$ cat src/hdl/esc_pkg.sv
package esc_pkg;

	localparam int unsigned EPOCH_YEAR  = 1970;
	localparam int unsigned YEAR_COUNT  = 138;
	localparam int unsigned SECS_PER_DAY = 86400;
	localparam int unsigned SECS_PER_HOUR = 3600;
	localparam int unsigned SECS_PER_MIN = 60;

	// reciprocal constants; all but YEAR_RECIP are exact over the value range they see
	localparam logic [25:0] DAY_RECIP   = 26'd50903317; // 2^35 / 675, on secs >> 7
	localparam int unsigned DAY_SHIFT   = 35;
	localparam logic [13:0] YEAR_RECIP  = 14'd11491;    // 2^22 / 365, rounded down
	localparam logic [15:0] HOUR_RECIP  = 16'd37283;    // 2^27 / 3600
	localparam logic [12:0] MIN_RECIP   = 13'd4370;     // 2^18 / 60

	typedef logic [15:0] ystart_arr_t [0:YEAR_COUNT-1];
	typedef logic [YEAR_COUNT-1:0] leap_vec_t;

	function automatic logic year_is_leap(input int unsigned y);
		return ((y % 400) == 0) || (((y % 4) == 0) && ((y % 100) != 0));
	endfunction

	// day number of 1 January of each year, counted from the epoch
	function automatic ystart_arr_t build_year_start();
		ystart_arr_t acc;
		int unsigned d;
		d = 0;
		for (int unsigned i = 0; i < YEAR_COUNT; i++) begin
			acc[i] = 16'(d);
			d = d + (year_is_leap(EPOCH_YEAR + i) ? 366 : 365);
		end
		return acc;
	endfunction

	function automatic leap_vec_t build_leap();
		leap_vec_t v;
		for (int unsigned i = 0; i < YEAR_COUNT; i++) begin
			v[i] = year_is_leap(EPOCH_YEAR + i);
		end
		return v;
	endfunction

	localparam ystart_arr_t YEAR_START = build_year_start();
	localparam leap_vec_t   YEAR_LEAP  = build_leap();

	// day of year at which month m+1 begins, m counted from 0
	function automatic logic [8:0] month_start(input logic [3:0] m, input logic leap);
		logic [8:0] base;
		case (m)
			4'd0:  base = 9'd0;
			4'd1:  base = 9'd31;
			4'd2:  base = 9'd59;
			4'd3:  base = 9'd90;
			4'd4:  base = 9'd120;
			4'd5:  base = 9'd151;
			4'd6:  base = 9'd181;
			4'd7:  base = 9'd212;
			4'd8:  base = 9'd243;
			4'd9:  base = 9'd273;
			4'd10: base = 9'd304;
			4'd11: base = 9'd334;
			default: base = 9'd0;
		endcase
		return (leap && (m >= 4'd2)) ? base + 9'd1 : base;
	endfunction

endpackage

$ cat src/hdl/epoch_seconds_to_calendar.sv
// Channel   Handshake          Payload
// --------  -----------------  ----------------------------------------
// input     start / busy       epoch_seconds
// result    done (strobe)      year, month, day, hour, minute, second
//
// Six register stages; an item may start in every cycle and its result
// strobes on done when it leaves the last stage.
// busy never rises: the pipeline has no stall path; the receiver must take
// every result in the cycle it is shown, which the block does not enforce.
// arst_n clears the valid bits only; payload stages carry no reset.
module epoch_seconds_to_calendar (
	input  logic        clk,
	input  logic        arst_n,
	input  logic        start,
	output logic        busy,
	input  logic [31:0] epoch_seconds,
	output logic        done,
	output logic [11:0] year,
	output logic [3:0]  month,
	output logic [4:0]  day,
	output logic [4:0]  hour,
	output logic [5:0]  minute,
	output logic [5:0]  second
);

	// valid bits travel alongside the data
	logic        vld_s1, vld_s2, vld_s3, vld_s4, vld_s5, vld_s6;

	// stage 1: whole days by reciprocal multiply
	logic [31:0] secs_s1;
	logic [50:0] dprod_s1;

	// stage 2: days and time of day
	logic [15:0] days_s2;
	logic [16:0] tod_s2;

	// stage 3: year estimate and hour
	logic [15:0] days_s3;
	logic [7:0]  yest_s3;
	logic [16:0] tod_s3;
	logic [4:0]  hour_s3;

	// stage 4: year fixed, day of year, seconds within the hour
	logic [11:0] year_s4;
	logic [8:0]  yday_s4;
	logic        leap_s4;
	logic [11:0] rem_s4;
	logic [4:0]  hour_s4;

	// stage 5: month, day, minute
	logic [11:0] year_s5;
	logic [3:0]  month_s5;
	logic [4:0]  day_s5;
	logic [4:0]  hour_s5;
	logic [5:0]  minute_s5;
	logic [11:0] rem_s5;

	// stage 6: second, output register
	logic [11:0] year_s6;
	logic [3:0]  month_s6;
	logic [4:0]  day_s6;
	logic [4:0]  hour_s6;
	logic [5:0]  minute_s6;
	logic [5:0]  second_s6;

	logic        take;

	assign busy = 1'b0;
	assign take = start && !busy;

	always_ff @(posedge clk or negedge arst_n) begin
		if (!arst_n) begin
			vld_s1 <= 1'b0;
			vld_s2 <= 1'b0;
			vld_s3 <= 1'b0;
			vld_s4 <= 1'b0;
			vld_s5 <= 1'b0;
			vld_s6 <= 1'b0;
		end else begin
			vld_s1 <= take;
			vld_s2 <= vld_s1;
			vld_s3 <= vld_s2;
			vld_s4 <= vld_s3;
			vld_s5 <= vld_s4;
			vld_s6 <= vld_s5;
		end
	end

	// ---- stage 1: 86400 = 128 * 675, so shift then multiply by 1/675
	always_ff @(posedge clk) begin
		secs_s1  <= epoch_seconds;
		dprod_s1 <= epoch_seconds[31:7] * esc_pkg::DAY_RECIP;
	end

	// ---- stage 2: remainder of the day by back-multiply
	logic [15:0] days_c2;
	logic [32:0] dback_c2;
	logic [31:0] todw_c2;

	always_comb begin
		days_c2  = dprod_s1[esc_pkg::DAY_SHIFT +: 16];
		dback_c2 = days_c2 * 17'(esc_pkg::SECS_PER_DAY);
		todw_c2  = secs_s1 - dback_c2[31:0];
	end

	always_ff @(posedge clk) begin
		days_s2 <= days_c2;
		tod_s2  <= todw_c2[16:0];
	end

	// ---- stage 3: days / 365 (may be off by one either way) and tod / 3600
	logic [29:0] yprod_c3;
	logic [32:0] hprod_c3;

	always_comb begin
		yprod_c3 = days_s2 * esc_pkg::YEAR_RECIP;
		hprod_c3 = tod_s2 * esc_pkg::HOUR_RECIP;
	end

	always_ff @(posedge clk) begin
		days_s3 <= days_s2;
		yest_s3 <= yprod_c3[29:22];
		tod_s3  <= tod_s2;
		hour_s3 <= hprod_c3[31:27];
	end

	// ---- stage 4: the true year index lies within one of the estimate;
	// read three year starts from the constant table and pick
	logic [7:0]  ilo_c4, ihi_c4, idx_c4;
	logic [15:0] slo_c4, smid_c4, shi_c4, ysel_c4;
	logic [15:0] ydayw_c4;
	logic [16:0] hback_c4;
	logic [16:0] remw_c4;

	always_comb begin
		ilo_c4  = (yest_s3 == 8'd0) ? 8'd0 : yest_s3 - 8'd1;
		ihi_c4  = yest_s3 + 8'd1;
		slo_c4  = esc_pkg::YEAR_START[ilo_c4];
		smid_c4 = esc_pkg::YEAR_START[yest_s3];
		shi_c4  = esc_pkg::YEAR_START[ihi_c4];
		if (days_s3 < smid_c4) begin
			idx_c4  = ilo_c4;
			ysel_c4 = slo_c4;
		end else if (days_s3 >= shi_c4) begin
			idx_c4  = ihi_c4;
			ysel_c4 = shi_c4;
		end else begin
			idx_c4  = yest_s3;
			ysel_c4 = smid_c4;
		end
		ydayw_c4 = days_s3 - ysel_c4;
		hback_c4 = 17'(hour_s3) * 17'(esc_pkg::SECS_PER_HOUR);
		remw_c4  = tod_s3 - hback_c4;
	end

	always_ff @(posedge clk) begin
		year_s4 <= 12'(esc_pkg::EPOCH_YEAR) + {4'd0, idx_c4};
		yday_s4 <= ydayw_c4[8:0];
		leap_s4 <= esc_pkg::YEAR_LEAP[idx_c4];
		rem_s4  <= remw_c4[11:0];
		hour_s4 <= hour_s3;
	end

	// ---- stage 5: month by parallel compares against month starts
	logic [3:0]  mon_c5;
	logic [8:0]  mday_c5;
	logic [24:0] mprod_c5;

	always_comb begin
		mon_c5 = 4'd1;
		for (int m = 1; m < 12; m++) begin
			if (yday_s4 >= esc_pkg::month_start(4'(m), leap_s4)) begin
				mon_c5 = 4'(m + 1);
			end
		end
		mday_c5  = yday_s4 - esc_pkg::month_start(mon_c5 - 4'd1, leap_s4) + 9'd1;
		mprod_c5 = rem_s4 * esc_pkg::MIN_RECIP;
	end

	always_ff @(posedge clk) begin
		year_s5   <= year_s4;
		month_s5  <= mon_c5;
		day_s5    <= mday_c5[4:0];
		hour_s5   <= hour_s4;
		minute_s5 <= mprod_c5[23:18];
		rem_s5    <= rem_s4;
	end

	// ---- stage 6: second by back-multiply of the minute
	logic [11:0] sback_c6;
	logic [11:0] secw_c6;

	always_comb begin
		sback_c6 = 12'(minute_s5) * 12'(esc_pkg::SECS_PER_MIN);
		secw_c6  = rem_s5 - sback_c6;
	end

	always_ff @(posedge clk) begin
		year_s6   <= year_s5;
		month_s6  <= month_s5;
		day_s6    <= day_s5;
		hour_s6   <= hour_s5;
		minute_s6 <= minute_s5;
		second_s6 <= secw_c6[5:0];
	end

	assign done   = vld_s6;
	assign year   = year_s6;
	assign month  = month_s6;
	assign day    = day_s6;
	assign hour   = hour_s6;
	assign minute = minute_s6;
	assign second = second_s6;

	// every item taken strobes out on done when it leaves the last stage
	a_latency: assert property (@(posedge clk) disable iff (!arst_n)
		take |-> ##6 done)
		else $error("item lost in pipeline");

	a_no_ghost: assert property (@(posedge clk) disable iff (!arst_n)
		done |-> $past(take, 6))
		else $error("result without item");

	a_month: assert property (@(posedge clk) disable iff (!arst_n)
		done |-> (month >= 4'd1 && month <= 4'd12 && day >= 5'd1))
		else $error("month or day out of range");

	a_clock: assert property (@(posedge clk) disable iff (!arst_n)
		done |-> (hour <= 5'd23 && minute <= 6'd59 && second <= 6'd59))
		else $error("time of day out of range");

endmodule

$ cat config.mk
export PLATFORM = sky130hd
export DESIGN_NAME = epoch_seconds_to_calendar
export DESIGN_NICKNAME = d
export VERILOG_FILES = /design/src/hdl/esc_pkg.sv /design/src/hdl/epoch_seconds_to_calendar.sv
export SDC_FILE = /design/constraint.sdc
export NUM_CORES = 2
export LEC_CHECK = 0
export BUFFER_PORTS_ARGS = -buffer_cell sky130_fd_sc_hd__buf_2
export CORE_MARGIN = 1.5
export CORE_UTILIZATION = 49
export CTS_CLUSTER_DIAMETER = 50
export DETAILED_ROUTE_END_ITERATION = 16
export PLACE_DENSITY = 0.63
export SYNTH_ARGS = -nofsm -noshare
export SYNTH_HDL_FRONTEND = slang
export SYNTH_SLANG_ARGS = --single-unit
$ cat constraint.sdc
create_clock -name clk -period 8.4 [get_ports clk]
set_input_delay 0.42 -clock clk [delete_from_list [all_inputs] [get_ports clk]]
set_output_delay 0.42 -clock clk [all_outputs]
set_load 0.01 [all_outputs]
==> results.tsv <==
metric	value	unit
outcome	finished, final reports clean	
All-Layer GR Usage	0.241	
top post-synthesis cells by count	ha_1 (739), inv_1 (577), fa_1 (323), dfxtp_1 (222), a21oi_1 (207)	
GRT met2 Usage	0.409	
HP Class	in2reg	
CTS Sinks	228	
synthesized area per cell	9.19	um2
Final Wtd Congestion	0.986	
pin count of the biggest net entering global routing	81	
die area	68900	um2
Setup CP Type	reg2reg	
Setup violations, final	0	
vias per cell	5.74	
Post-synth EDFFs	0	
Post-synth top flop	dfxtp_1	
met3 usage	0.0280	
critical path's largest stage delay	0.58	ns
vias in the first global route	25673	
Critical Path RT	8.84	ns
CTS Buffer Depth	3	
GRT busiest layer	met2	
arrival time worst endpoint	7.53	ns
Rel. slew slack	0.348	
port bufs	73	
number of DRC markers in iteration 0	2254	
syn_nets	4687	
post-detail-place hpwl	64.3	mm
worst-path fanout max	23	
final worst-path cycle share	0.844	
setup TNS	0	ns
first-pass GRT wire length	135	mm
Yosys cell types	96	
Yosys top cell by area	ha_1	
fraction of registers with async set/reset	0.0263	
H-tree levels	2	
initial core utilization	0.498	
Synth Warn #	0	
Slowest-stage cell, CP	nor2b_2	
io pins	75	
quantity of gates resized following cts	0	
Slew Viols, Final	0	
cts bufs inserted	34	
clk_lat worst skew	0.55	ns
DRC errors left	0	
final setup margin	1.31	ns
core area	66200	um2
post-synth top area share	0.280	
final hold vios	0	
Post-Route WL	82.0	mm
drt first pass iters	6	
Max Fclk	141	MHz
fin nets	4693	
Worst setup EP type	flip-flop	
pre-CTS WS	1.43	ns
Syn-to-layout area delta	7.16	%
DRT antenna net count	0	
Seq/Total Area, Yosys	0.139	
RSZ-0062 raised after global routing	false	
most common cell in the synthesized netlist	ha_1	
antenna cells	0	
Die Wd	262	um
max-cap viol count	0	
initial antenna violation count	0	
worst path bufs/invs	5	
Cell Rows	94	
synthesized area	33000	um2
Setup crit start kind	flip-flop	
wire per inst	18.3	um
minimum clock period	7.09	ns
Clock Pin Slew Worst Setup and Hold Paths	0.06	ns
final hold slack	0.194	ns
Crit path max-delay family	compound AO/OA/AOI/OAI gates	
top post-synthesis cells by area	ha_1 (28%), fa_1 (20%), dfxtp_1 (13%), inv_1 (6.6%), a21oi_1 (3.1%)	
gr ovfl total	0	
CTS tree	done	
Vias	25733	
#FFs+latches synth	228	
M1 GR Usage	0.324	
Die Ht	262	um
worst clock skew	0.0365	ns
root buf cell	clkbuf_16	
Cells after Synth	3590	
Worst Max-Slew Pin Slew	0.975	ns
share of cells above drive strength 1	0.0649	
==> routing by layer <==
layer | wire (um) | vias up
li1 | - | 12409
met1 | 36200 | 12274
met2 | 38600 | 896
met3 | 4980 | 154
met4 | 2210 | 0
met5 | 0 | -
==> final timing paths <==
path | from | to | slack (ns) | depth (start not counted)
min | epoch_seconds[13] | secs_s1[13]$_DFF_P_ | 0.19 | 1
min in group asynchronous | arst_n | vld_s3$_DFF_PN0_ | 0.23 | 2
max reg2reg | yest_s3[1]$_DFF_P_ | yday_s4[8]$_DFF_P_ | 1.31 | 28
min reg2reg | dprod_s1[50]$_DFF_P_ | days_s2[15]$_DFF_P_ | 0.32 | 0
max | yest_s3[1]$_DFF_P_ | yday_s4[8]$_DFF_P_ | 1.31 | 28
max in group asynchronous | arst_n | vld_s4$_DFF_PN0_ | 8.03 | 2
==> final cells by class <==
cell class / instances / area, um2
Clock buffer: 38 / 896
Timing Repair Buffer: 127 / 793
Multi-Input combinational cell: 2622 / 25500
Sequential cell: 228 / 4600
Tap cell: 864 / 1080
Fill cell: 6099 / 30900
Clock inverter: 21 / 282
Inverter: 583 / 2190
==> worst register-to-register path, delay by kind of cell (launching register included) <==
family | cells | cell delay (ns)
buffers and inverters | 5 | 1.07
and+or+nand+nor | 2 | 0.80
adders and majority gates | 4 | 1.27
muxes | 1 | 0.50
AOI/OAI and AO/OA | 14 | 2.53
DFF | 1 | 0.56
xor gates and xnor gates | 2 | 0.28
==> flip-flops by register name, indices dropped and copies added (netlist names), 12 cells and up <==
signal    cells
year_s4      12
year_s5      12
rem_s4       12
tod_s2       17
days_s3      16
year         12
days_s2      16
dprod_s1     18
tod_s3       12
secs_s1      15
==> logic make-up after synthesis <==
| group | Yosys count | share of synthesized area |
|---|---|---|
| simple gates | 576 | 0.0829 |
| compound gates | 818 | 0.164 |
| mux | 39 | 0.0148 |
| buf+inv | 740 | 0.0883 |
| other cells | 1 | 0.000114 |
| xor+xnor | 126 | 0.0344 |
| fa+ha+maj | 1062 | 0.476 |
| flops | 228 | 0.139 |
==> placed cells by master (no fill, tap or decap), types with 37 or more instances in the layout <==
cell type and instances:
xnor2_1 83, nand3_1 45, ha_1 738, o21ai_0 148
a21o_1 77, a21oi_1 207, inv_1 577, nor2_1 175
buf_2 73, nor3_1 53, nand2_1 161, fa_1 323
dfxtp_1 218, o211ai_1 45, a211oi_1 57, buf_4 45
xor2_1 37
==> per-stage QoR <==
stage / instance area (um2) / utilization / cells
floorplan: 33000 / - / 3590
global placement: 34100 / 0.515 / 4415
detailed placement: 34100 / 0.515 / 4415
CTS: 35300 / 0.534 / 4483
global route: 35300 / 0.534 / 4483
finish: 35300 / 0.534 / 4483
==> timing repair <==
action | 4_1_cts | 5_1_grt
endpoints found under the hold margin | 14 | 0
hold buffers | 9 | 0
buffers inserted | 0 | 0
Power is not shown: default switching activity piles up to over one toggle a cycle in this logic, so the estimate is an artifact.
